$ cat src/deq_pkg.sv
// Shared types, field widths and operation codes for the double-ended queue.
`timescale 1ns / 1ps

package deq_pkg;

  localparam int CAPACITY_DEF = 16;

  localparam int FUNC_W   = 3;
  localparam int DATA_W   = 32;
  localparam int STATUS_W = 2;
  localparam int FILL_W   = 5;

  localparam logic [FUNC_W-1:0] FN_PUSH_FRONT = 3'd0;
  localparam logic [FUNC_W-1:0] FN_PUSH_BACK  = 3'd1;
  localparam logic [FUNC_W-1:0] FN_POP_FRONT  = 3'd2;
  localparam logic [FUNC_W-1:0] FN_POP_BACK   = 3'd3;
  localparam logic [FUNC_W-1:0] FN_DUMP       = 3'd4;

  localparam logic [STATUS_W-1:0] ST_OK    = 2'd0;
  localparam logic [STATUS_W-1:0] ST_EMPTY = 2'd1;
  localparam logic [STATUS_W-1:0] ST_FULL  = 2'd2;

  typedef struct packed {
    logic [FUNC_W-1:0]        func;
    logic signed [DATA_W-1:0] value;
  } deq_cmd_t;

  typedef struct packed {
    logic [STATUS_W-1:0]      status;
    logic signed [DATA_W-1:0] item;
    logic [FILL_W-1:0]        fill;
    logic                     last;
  } deq_res_t;

  typedef struct packed {
    logic we;
    logic re;
  } deq_mem_ctl_t;

endpackage

$ cat src/deq_ring_add.sv
// Shared ring address unit: base plus offset, wrapped at the store capacity.
`timescale 1ns / 1ps

module deq_ring_add #(
  parameter int Capacity = 16,
  parameter int IdxW     = 4
) (
  input  logic [IdxW-1:0] base_i,
  input  logic [IdxW-1:0] off_i,
  output logic [IdxW-1:0] sum_o
);

  localparam logic [IdxW:0] CapW = (IdxW+1)'(Capacity);

  logic [IdxW:0] raw;
  logic [IdxW:0] wrapped;

  assign raw     = {1'b0, base_i} + {1'b0, off_i};
  assign wrapped = raw - CapW;
  assign sum_o   = (raw >= CapW) ? wrapped[IdxW-1:0] : raw[IdxW-1:0];

endmodule

$ cat src/deq_store.sv
// Single-port ring store with registered read data.
`timescale 1ns / 1ps

module deq_store
  import deq_pkg::*;
#(
  parameter int Depth = 16,
  parameter int AddrW = 4
) (
  input  logic                     clk_i,
  input  deq_mem_ctl_t             ctl_i,
  input  logic [AddrW-1:0]         addr_i,
  input  logic signed [DATA_W-1:0] wdata_i,
  output logic signed [DATA_W-1:0] rdata_o
);

  logic signed [DATA_W-1:0] mem [Depth];
  logic signed [DATA_W-1:0] rdata_q;

  always_ff @(posedge clk_i) begin
    if (ctl_i.we) begin
      mem[addr_i] <= wdata_i;
    end
    if (ctl_i.re) begin
      rdata_q <= mem[addr_i];
    end
  end

  assign rdata_o = rdata_q;

endmodule

$ cat src/double_ended_queue_top.sv
// Double-ended queue top level: operation sequencer around a ring store.
// Push: execute state, then the store-access state issues one result strobe.
// Pop: execute, store-access, then the emit state issues the result.
// Dump: emit state gives the first value; store-access and emit then alternate.
// Busy stays high until the final result is issued; start is taken again then.
// Reset empties the queue and clears the front index; store contents are not cleared.
`timescale 1ns / 1ps

module double_ended_queue_top
  import deq_pkg::*;
#(
  parameter int CAPACITY = CAPACITY_DEF
) (
  input  logic     clk_i,
  input  logic     rst_ni,
  input  logic     start,
  output logic     busy,
  input  deq_cmd_t cmd_i,
  output logic     res_valid_o,
  output deq_res_t res_o
);

  localparam int IW = (CAPACITY > 1) ? $clog2(CAPACITY) : 1;
  localparam int OW = $clog2(CAPACITY + 1);

  typedef enum logic [2:0] {
    S_IDLE,
    S_EXEC,
    S_MEM,
    S_EMIT
  } state_e;

  state_e                   state_q;
  deq_cmd_t                 cmd_q;
  logic [IW-1:0]            front_q;
  logic [OW-1:0]            occ_q;
  logic [IW-1:0]            addr_q;
  logic [IW-1:0]            cnt_q;
  logic                     res_valid_q;
  deq_res_t                 res_q;

  logic [IW-1:0]            alu_off;
  logic [IW-1:0]            alu_sum;
  deq_mem_ctl_t             mem_ctl;
  logic signed [DATA_W-1:0] rdata;
  logic                     is_push;
  logic                     is_pop;
  logic                     full;
  logic                     empty;
  logic [OW-1:0]            cnt_next;
  logic                     dump_done;

  assign is_push   = (cmd_q.func == FN_PUSH_FRONT) || (cmd_q.func == FN_PUSH_BACK);
  assign is_pop    = (cmd_q.func == FN_POP_FRONT) || (cmd_q.func == FN_POP_BACK);
  assign full      = (occ_q == OW'(CAPACITY));
  assign empty     = (occ_q == '0);
  assign cnt_next  = OW'(cnt_q) + OW'(1);
  assign dump_done = (cnt_next == occ_q);

  always_comb begin
    alu_off = '0;
    case (state_q)
      S_EXEC: begin
        case (cmd_q.func)
          FN_PUSH_FRONT: alu_off = IW'(CAPACITY - 1);
          FN_PUSH_BACK:  alu_off = occ_q[IW-1:0];
          FN_POP_BACK:   alu_off = IW'(occ_q - OW'(1));
          default:       alu_off = '0;
        endcase
      end
      S_MEM:   alu_off = IW'(1);
      S_EMIT:  alu_off = cnt_q + IW'(1);
      default: alu_off = '0;
    endcase
  end

  deq_ring_add #(
    .Capacity(CAPACITY),
    .IdxW    (IW)
  ) u_ring_add (
    .base_i(front_q),
    .off_i (alu_off),
    .sum_o (alu_sum)
  );

  always_comb begin
    mem_ctl.we = (state_q == S_MEM) && is_push;
    mem_ctl.re = (state_q == S_MEM) && !is_push;
  end

  deq_store #(
    .Depth(CAPACITY),
    .AddrW(IW)
  ) u_store (
    .clk_i  (clk_i),
    .ctl_i  (mem_ctl),
    .addr_i (addr_q),
    .wdata_i(cmd_q.value),
    .rdata_o(rdata)
  );

  always_ff @(posedge clk_i or negedge rst_ni) begin
    if (!rst_ni) begin
      state_q     <= S_IDLE;
      cmd_q       <= '0;
      front_q     <= '0;
      occ_q       <= '0;
      addr_q      <= '0;
      cnt_q       <= '0;
      res_valid_q <= 1'b0;
      res_q       <= '0;
    end else begin
      res_valid_q <= 1'b0;
      case (state_q)
        S_IDLE: begin
          if (start) begin
            cmd_q   <= cmd_i;
            state_q <= S_EXEC;
          end
        end
        S_EXEC: begin
          cnt_q  <= '0;
          addr_q <= alu_sum;
          if (!is_push && !is_pop && (cmd_q.func != FN_DUMP)) begin
            state_q <= S_IDLE;
          end else if (is_push && full) begin
            res_valid_q <= 1'b1;
            res_q       <= '{status: ST_FULL, item: '0, fill: FILL_W'(occ_q), last: 1'b1};
            state_q     <= S_IDLE;
          end else if (!is_push && empty) begin
            res_valid_q <= 1'b1;
            res_q       <= '{status: ST_EMPTY, item: '0, fill: FILL_W'(occ_q), last: 1'b1};
            state_q     <= S_IDLE;
          end else begin
            state_q <= S_MEM;
          end
        end
        S_MEM: begin
          if (is_push) begin
            if (cmd_q.func == FN_PUSH_FRONT) begin
              front_q <= addr_q;
            end
            occ_q       <= occ_q + OW'(1);
            res_valid_q <= 1'b1;
            res_q       <= '{status: ST_OK, item: '0,
                             fill: FILL_W'(occ_q + OW'(1)), last: 1'b1};
            state_q     <= S_IDLE;
          end else begin
            if (is_pop) begin
              occ_q <= occ_q - OW'(1);
            end
            if (cmd_q.func == FN_POP_FRONT) begin
              front_q <= alu_sum;
            end
            state_q <= S_EMIT;
          end
        end
        S_EMIT: begin
          res_valid_q <= 1'b1;
          res_q       <= '{status: ST_OK, item: rdata, fill: FILL_W'(occ_q),
                           last: is_pop || dump_done};
          if (is_pop || dump_done) begin
            state_q <= S_IDLE;
          end else begin
            cnt_q   <= cnt_q + IW'(1);
            addr_q  <= alu_sum;
            state_q <= S_MEM;
          end
        end
        default: state_q <= S_IDLE;
      endcase
    end
  end

  assign busy        = (state_q != S_IDLE);
  assign res_valid_o = res_valid_q;
  assign res_o       = res_q;

endmodule

$ cat config.mk
export PLATFORM = sky130hd
export DESIGN_NAME = double_ended_queue_top
export DESIGN_NICKNAME = d
export VERILOG_FILES = /design/src/deq_pkg.sv /design/src/deq_ring_add.sv /design/src/deq_store.sv /design/src/double_ended_queue_top.sv
export SDC_FILE = /design/constraint.sdc
export NUM_CORES = 1
export LEC_CHECK = 0
export ABC_AREA = 1
export BUFFER_PORTS_ARGS = -buffer_cell sky130_fd_sc_hd__buf_2
export CORE_ASPECT_RATIO = 1.1
export CORE_MARGIN = 3
export CORE_UTILIZATION = 66
export CTS_CLUSTER_DIAMETER = 150
export DETAILED_ROUTE_END_ITERATION = 16
export PLACE_DENSITY = 0.93
export RECOVER_POWER = 100
export SYNTH_ARGS = -nofsm -noshare
export SYNTH_HDL_FRONTEND = slang
export SYNTH_SLANG_ARGS = --single-unit
export TNS_END_PERCENT = 5
$ cat constraint.sdc
create_clock -name clk_i -period 5.5 [get_ports clk_i]
set_clock_uncertainty 0.15 [all_clocks]
set_input_delay 0.55 -clock clk_i [delete_from_list [all_inputs] [get_ports clk_i]]
set_output_delay 0.55 -clock clk_i [all_outputs]
set_load 0.01 [all_outputs]
Word level (Yosys, flattened, before mapping)
Memories as Yosys holds them, arrays and structs flattened. A register that Yosys moved wholly into a read port is not among the register bits.
Cells that the tools add are included.
- equal/unequal tests: 15
- muxes and demuxes: 31
- $lt $le $gt $ge: 1
- add/subtract/negate cells: 6
- reduce and logical (&&, ||, !) cells: 24
- operators by type and width (cell ; count):
    $mux 40 ; 4
    $pmux 40 s3 ; 1
    $mux 4 ; 6
    $pmux 4 s3 ; 2
    $pmux 4 s2 ; 2
    $eq 3x2->1 const B ; 4
    $pmux 3 s4 ; 1
    $mux 2 ; 5
    $mux 5 ; 2
    $ne 2x2->1 const B ; 4
    $eq 3x1->1 const B ; 2
    $logic_and 1x1->1 ; 6
    $logic_not 3->1 ; 2
    $mux 1 ; 6
    $ne 3x3->1 const B ; 2
    $reduce_and 2->1 ; 3
    $reduce_bool 2->1 ; 3
    $reduce_bool 3->1 ; 2
    $add 4x1->5 const B ; 1
    $add 4x4->5 ; 1
    $add 5x1->5 const B ; 1
    $eq 5x5->1 ; 1
    $eq 5x5->1 const B ; 1
    $ge 5x5->1 const B ; 1
    other kinds (11) ; 14
- register bits after elaboration: 96
- input bits: 38
- RAM bits: 512
- output and inout port bits: 42
- memories: 1
- memory list (name ; depth ; width ; read ports ; clocked after memory_dff ; wr ports ; line ; source):
    u_store.mem ; 16 ; 32 ; 1 ; 1 ; 1 ; deq_store.sv:17 ; logic signed [DATA_W-1:0] mem [Depth];

Longest topological paths before layout
- depth after elaboration: 8
- gate-level depth with buffers: 17
- depth with buffers taken out: 16

Hierarchy
From an unflattened synthesis, not the netlist that was laid out.
- cell total of the unflattened synthesis: 2569
- area total of the unflattened synthesis: 26890.8 sq um
- by module, submodules not included (module ; area an instance (sq um) ; cells an instance ; instances):
    deq_store ; 22534.1 ; 2113 ; 1
    double_ended_queue_top ; 4234.1 ; 437 ; 1
    deq_ring_add ; 122.6 ; 19 ; 1

Worst setup path after synthesis
No wires, ideal clock.
- kind: reg2reg
- start point: reg addr_q[1]
- end point: mem u_store.mem[1][0], enable pin
- arrival: 2.485 ns
- cell stages (with the launch flop): 7
- period minus slack after synthesis: 3.056 ns
- path slack: 2.444 ns
- path buffers: 3
- cells stage by stage: dfrtp_1 > buf_4 > nor2_1 > buf_2 > buf_2 > inv_1 > nor2_1
- RTL lines (what ; line ; source):
    start, declared ; double_ended_queue_top.sv:37 ; logic [IW-1:0] addr_q;
    start signal, assigned ; double_ended_queue_top.sv:123 ; addr_q <= alu_sum;
    start signal, assigned ; double_ended_queue_top.sv:166 ; addr_q <= alu_sum;
    end, declared ; deq_store.sv:17 ;
No word-level cell before the write port.

Worst setup path in the final report
- start point: reg state_q[1]
- end point: mem u_store.mem[9][3], enable pin
- word-level cells in the longest chain between the ends: 4
- RTL lines (what ; line ; source):
    start, declared ; double_ended_queue_top.sv:33 ; state_e state_q;
    start signal, assigned ; double_ended_queue_top.sv:104 ; state_q <= S_IDLE;
    start signal, assigned ; double_ended_queue_top.sv:118 ; state_q <= S_EXEC;
    start signal, assigned ; double_ended_queue_top.sv:125 ; state_q <= S_IDLE;
    $eq 3x2->1 ; double_ended_queue_top.sv:87 ; mem_ctl.we = (state_q == S_MEM) && is_push;
    $logic_and 1x1->1 ; double_ended_queue_top.sv:87 ;
    $mux 1 ; deq_store.sv:21 ; if (ctl_i.we) begin
    $mux 1 (not written as such) ; deq_store.sv:22 ; mem[addr_i] <= wdata_i;
Every way passes these cells.

==> metrics.md <==
| Metric | Value |
|---|---|
| Initial core utilization | `67.8%` |
| Clock Path Buffers | `3` |
| Global Route Usage Sum | `32.3%` |
| Cell Pwr Density | `530 nW/um^2` |
| Static Leak | `0.00942 uW` |
| H-tree lvl count | `2` |
| WL per Instance | `27.2 um` |
| Critical Path Source Type | `flop` |
| Worst setup margin | `0.748 ns` |
| Max Slew Vio Count | `431` |
| Setup WS pre-CTS | `1.53 ns` |
| Routed WL | `64,800 um` |
| Post-synth EDFFs | `544` |
| Hold Path Depth | `2` |
| Cell Area, Placed | `25,700 sq um` |
| HPWL after DPL | `32,500 um` |
| Setup-failing EPs final | `0` |
| First-pass GRT wire length | `97,800 um` |
| Number of synthesized register bits | `639` |
| HP Start | `cmd_i[18]` |
| Largest family of logic cells by synthesized area | `simple AND/OR/NAND/NOR gates` |
| Reg2reg end | `u_store.mem[9][3]` |
| I/O pin cnt | `80` |
| CP most frequent cell | `nor2_1` |
| Clock Sinks | `639` |
| Failing checks | `max-capacitance violations, max-slew violations` |
| Vias per cell | `7.06` |
| Worst EP arrival | `4.77 ns` |
| Final net count | `1,892` |
| Post-synthesis simple-gate area fraction | `13.6%` |
| Synth top area share | `65.8%` |
| Die area | `40,000 sq um` |
| Post-Synth XOR/XNOR Area | `0.423%` |
| Crit-path slowest cell | `nor2_2` |
| Max Cap Viol | `11` |
| Largest net degree at the start of global routing | `125` |
| Layout fillers | `1,965` |
| Hold Vio Cnt, Final | `0` |
| Port bufs | `79` |
| Slew Limit Headroom | `-80.1%` |
| Synth area leader | `edfxtp_1` |
| Initial antenna violation count | `0` |
| Worst vdd ir | `401 uV` |
| Leading post-synthesis cells by cell area | `edfxtp_1, dfrtp_1, nand3_1, a22oi_1, nand2_1` |
| Area grow syn2layout | `10.4%` |
| Layout cells sized above 1 | `10.8%` |
| Post-route ant nets | `0` |
| Adder-cell area share of the yosys netlist | `0.434%` |
| GR Overflow Total | `0` |
| Post-synth cell types | `35` |
| Remaining DRCs | `0` |
| CTS tree | `yes` |
| Achievable Freq | `0.210 GHz` |
| Mux contribution to synthesized area | `1.45%` |
| Initial DRC Count | `2,971` |
| Beginning of the critical path | `state_q[1]` |
| Crit path time final | `4.75 ns` |
| RSZ-0062 raised after global routing | `no` |
| Clock-pin slew on the worst setup and hold paths | `0.06 ns` |
| Synth warn | `0` |
| Crit-path cells | `inv_1, nor2_1, clkinvlp_2, nor2_1, nand2_1, nor2_2` |
| Gpl congestion | `0.868` |
| Fin crit share | `86.4%` |
| Final instance area | `27,400 sq um` |
| Total CTS buffers | `58` |
| Die Ht | `209 um` |
| Die X | `191 um` |
| Post-synth net total | `1,843` |
| Max Fanout on Critical Path | `32` |
| Worst Hold Class | `input pin to flop` |
| R2R depth | `6` |
| Cell Rows | `73` |
| Worst Max-Slew Pin Slew | `2.70 ns` |
| Post-Syn Instances | `1,797` |
| Slowest stage delay, CP | `1.68 ns` |
| Avg Inst Size Synth | `13.8 sq um` |
| WP data required | `5.52 ns` |
| Hold path endpoint | `cmd_q[18]` |
| Prevailing post-synth register cell | `edfxtp_1` |
| Number of diodes | `0` |
| Vias in the first global route | `16.6k` |
| Via count | `16.8k` |
| Async S/R FF share, synth | `14.9%` |
| Synth Area in Compound Gates | `5.63%` |
| Status | `complete, but fails checks` |
| Worst r2r src | `state_q[1]` |
| Cts repair resizes | `0` |
| Cell area after synthesis | `24,800 sq um` |
| Crit path kind | `flop to flop` |
| Core Region | `36,600 sq um` |
| Post-route setup TNS | `0 ns` |
| Register area share after synthesis | `75.4%` |
| FF-to-FF setup slack | `0.75 ns` |
| CTS Root Cell | `clkbuf_16` |
| Worst-Skew Late Latency | `0.60 ns` |
| TritonRoute pass-1 iters | `6` |
| Critical Path End Type | `flop` |
==> per-layer routing <==
layer  routed length (um)  global-route usage, %  share of wire, %
met1                21000                   41.6                32
met2                31500                   52.6                49
met3                 8580                   7.03                13
met4                 3720                   15.9               5.7
met5                    0                      0                 0
==> worst max-delay path, delay by kind of cell (launching register included) <==
kind | cells | cell delay (ns)
DFF | 1 | 0.42
and+or+nand+nor | 4 | 3.13
buffers and inverters | 2 | 0.60
==> cell usage in the layout (no fill, tap or decap), types with 5 or more instances in the layout <==
cell type | Yosys | layout
clkinv_1 | 3 | 8
mux2_2 | 32 | 31
edfxtp_1 | 544 | 544
clkbuf_16 | 0 | 59
nand3_1 | 405 | 406
clkinv_2 | 0 | 8
buf_2 | 41 | 36
buf_4 | 1 | 14
clkbuf_2 | 0 | 5
nand4_1 | 34 | 34
nand2_1 | 224 | 227
nor2_1 | 50 | 31
o21ai_0 | 32 | 48
nor2_2 | 1 | 6
xor2_1 | 10 | 10
a22oi_1 | 129 | 129
dfrtp_1 | 95 | 93
inv_1 | 58 | 58
clkbuf_8 | 0 | 11
ha_1 | 7 | 7
nor2_4 | 4 | 18
clkbuf_1 | 63 | 61
a21oi_1 | 17 | 17
==> flip-flops by register name, indices dropped and copies added, names as in the netlist <==
| signal | cells |
|---|---|
| res_o | 40 |
| cmd_q | 35 |
| res_valid_o | 1 |
| cnt_q | 4 |
| addr_q | 4 |
| front_q | 4 |
| u_store.mem | 512 |
| occ_q | 5 |
| u_store.rdata_o | 32 |
| state_q | 2 |
==> Yosys cell counts (3+ instances only) <==
cell type and count:
nor2_1 50, ha_1 7, o21ai_0 32, buf_1 5, xor2_1 10, inv_1 58
a21oi_1 17, a22oi_1 129, clkbuf_1 63, clkinv_1 3, buf_6 4, nand3_1 405
nand2_1 224, o21ai_1 6, buf_2 41, dfrtp_1 95, nor2_4 4, nand4_1 34
a31oi_1 4, edfxtp_1 544, mux2_2 32, o21ai_2 12
==> power by group <==
| part | switching [uW] | internal (uW) |
|---|---|---|
| Sequential | 834 | 6380 |
| Clock | 1730 | 2310 |
| Combinational | 2330 | 944 |
==> worst max path at each step <==
stage	end	slack (ns)
3_3_place_gp	u_store.mem[1][10]	1.73
4_1_cts	u_store.mem[1][12]	1.47
3_5_place_dp	u_store.mem[1][3]	1.53
6_report	u_store.mem[9][3]	0.75
5_1_grt	u_store.mem[4][10]	0.70
2_1_floorplan	u_store.mem[1][0]	2.44
==> per-stage QoR <==
stage                     hold WS [ns]  utilization, %  instances  power (uW)
after floorplan                  0.104               -       1797        9150
after global placement           0.290            70.1       2272       10200
after detailed placement         0.291            70.1       2272       10400
after CTS                       0.0130            75.4       2380       14500
after global routing            0.0253            74.8       2380       15000
final                           0.0275            74.8       2380       14500
==> cells by family after synthesis <==
group,Yosys count
flops,639
buf+inv,178
mux,32
xor+xnor,12
compound gates,203
fa+ha+maj,8
simple gates,725
==> layout make-up <==
class,instances,area (sq um),area share [%]
Clock buffer,86,1690,6.16
Clock inverter,21,216,0.790
Inverter,64,245,0.895
Multi-Input combinational cell,980,5400,19.7
Sequential cell,639,18700,68.3
Tap cell,487,609,2.22
Timing Repair Buffer,103,529,1.93
==> what timing repair did <==
item / CTS / global route
hold endpoints to repair: 42 / 0
buffers inserted: 0 / 0
setup endpoints to repair: 0 / 0
hold buffers: 1 / 0
Note: power is estimated with default switching activity, not from simulation.
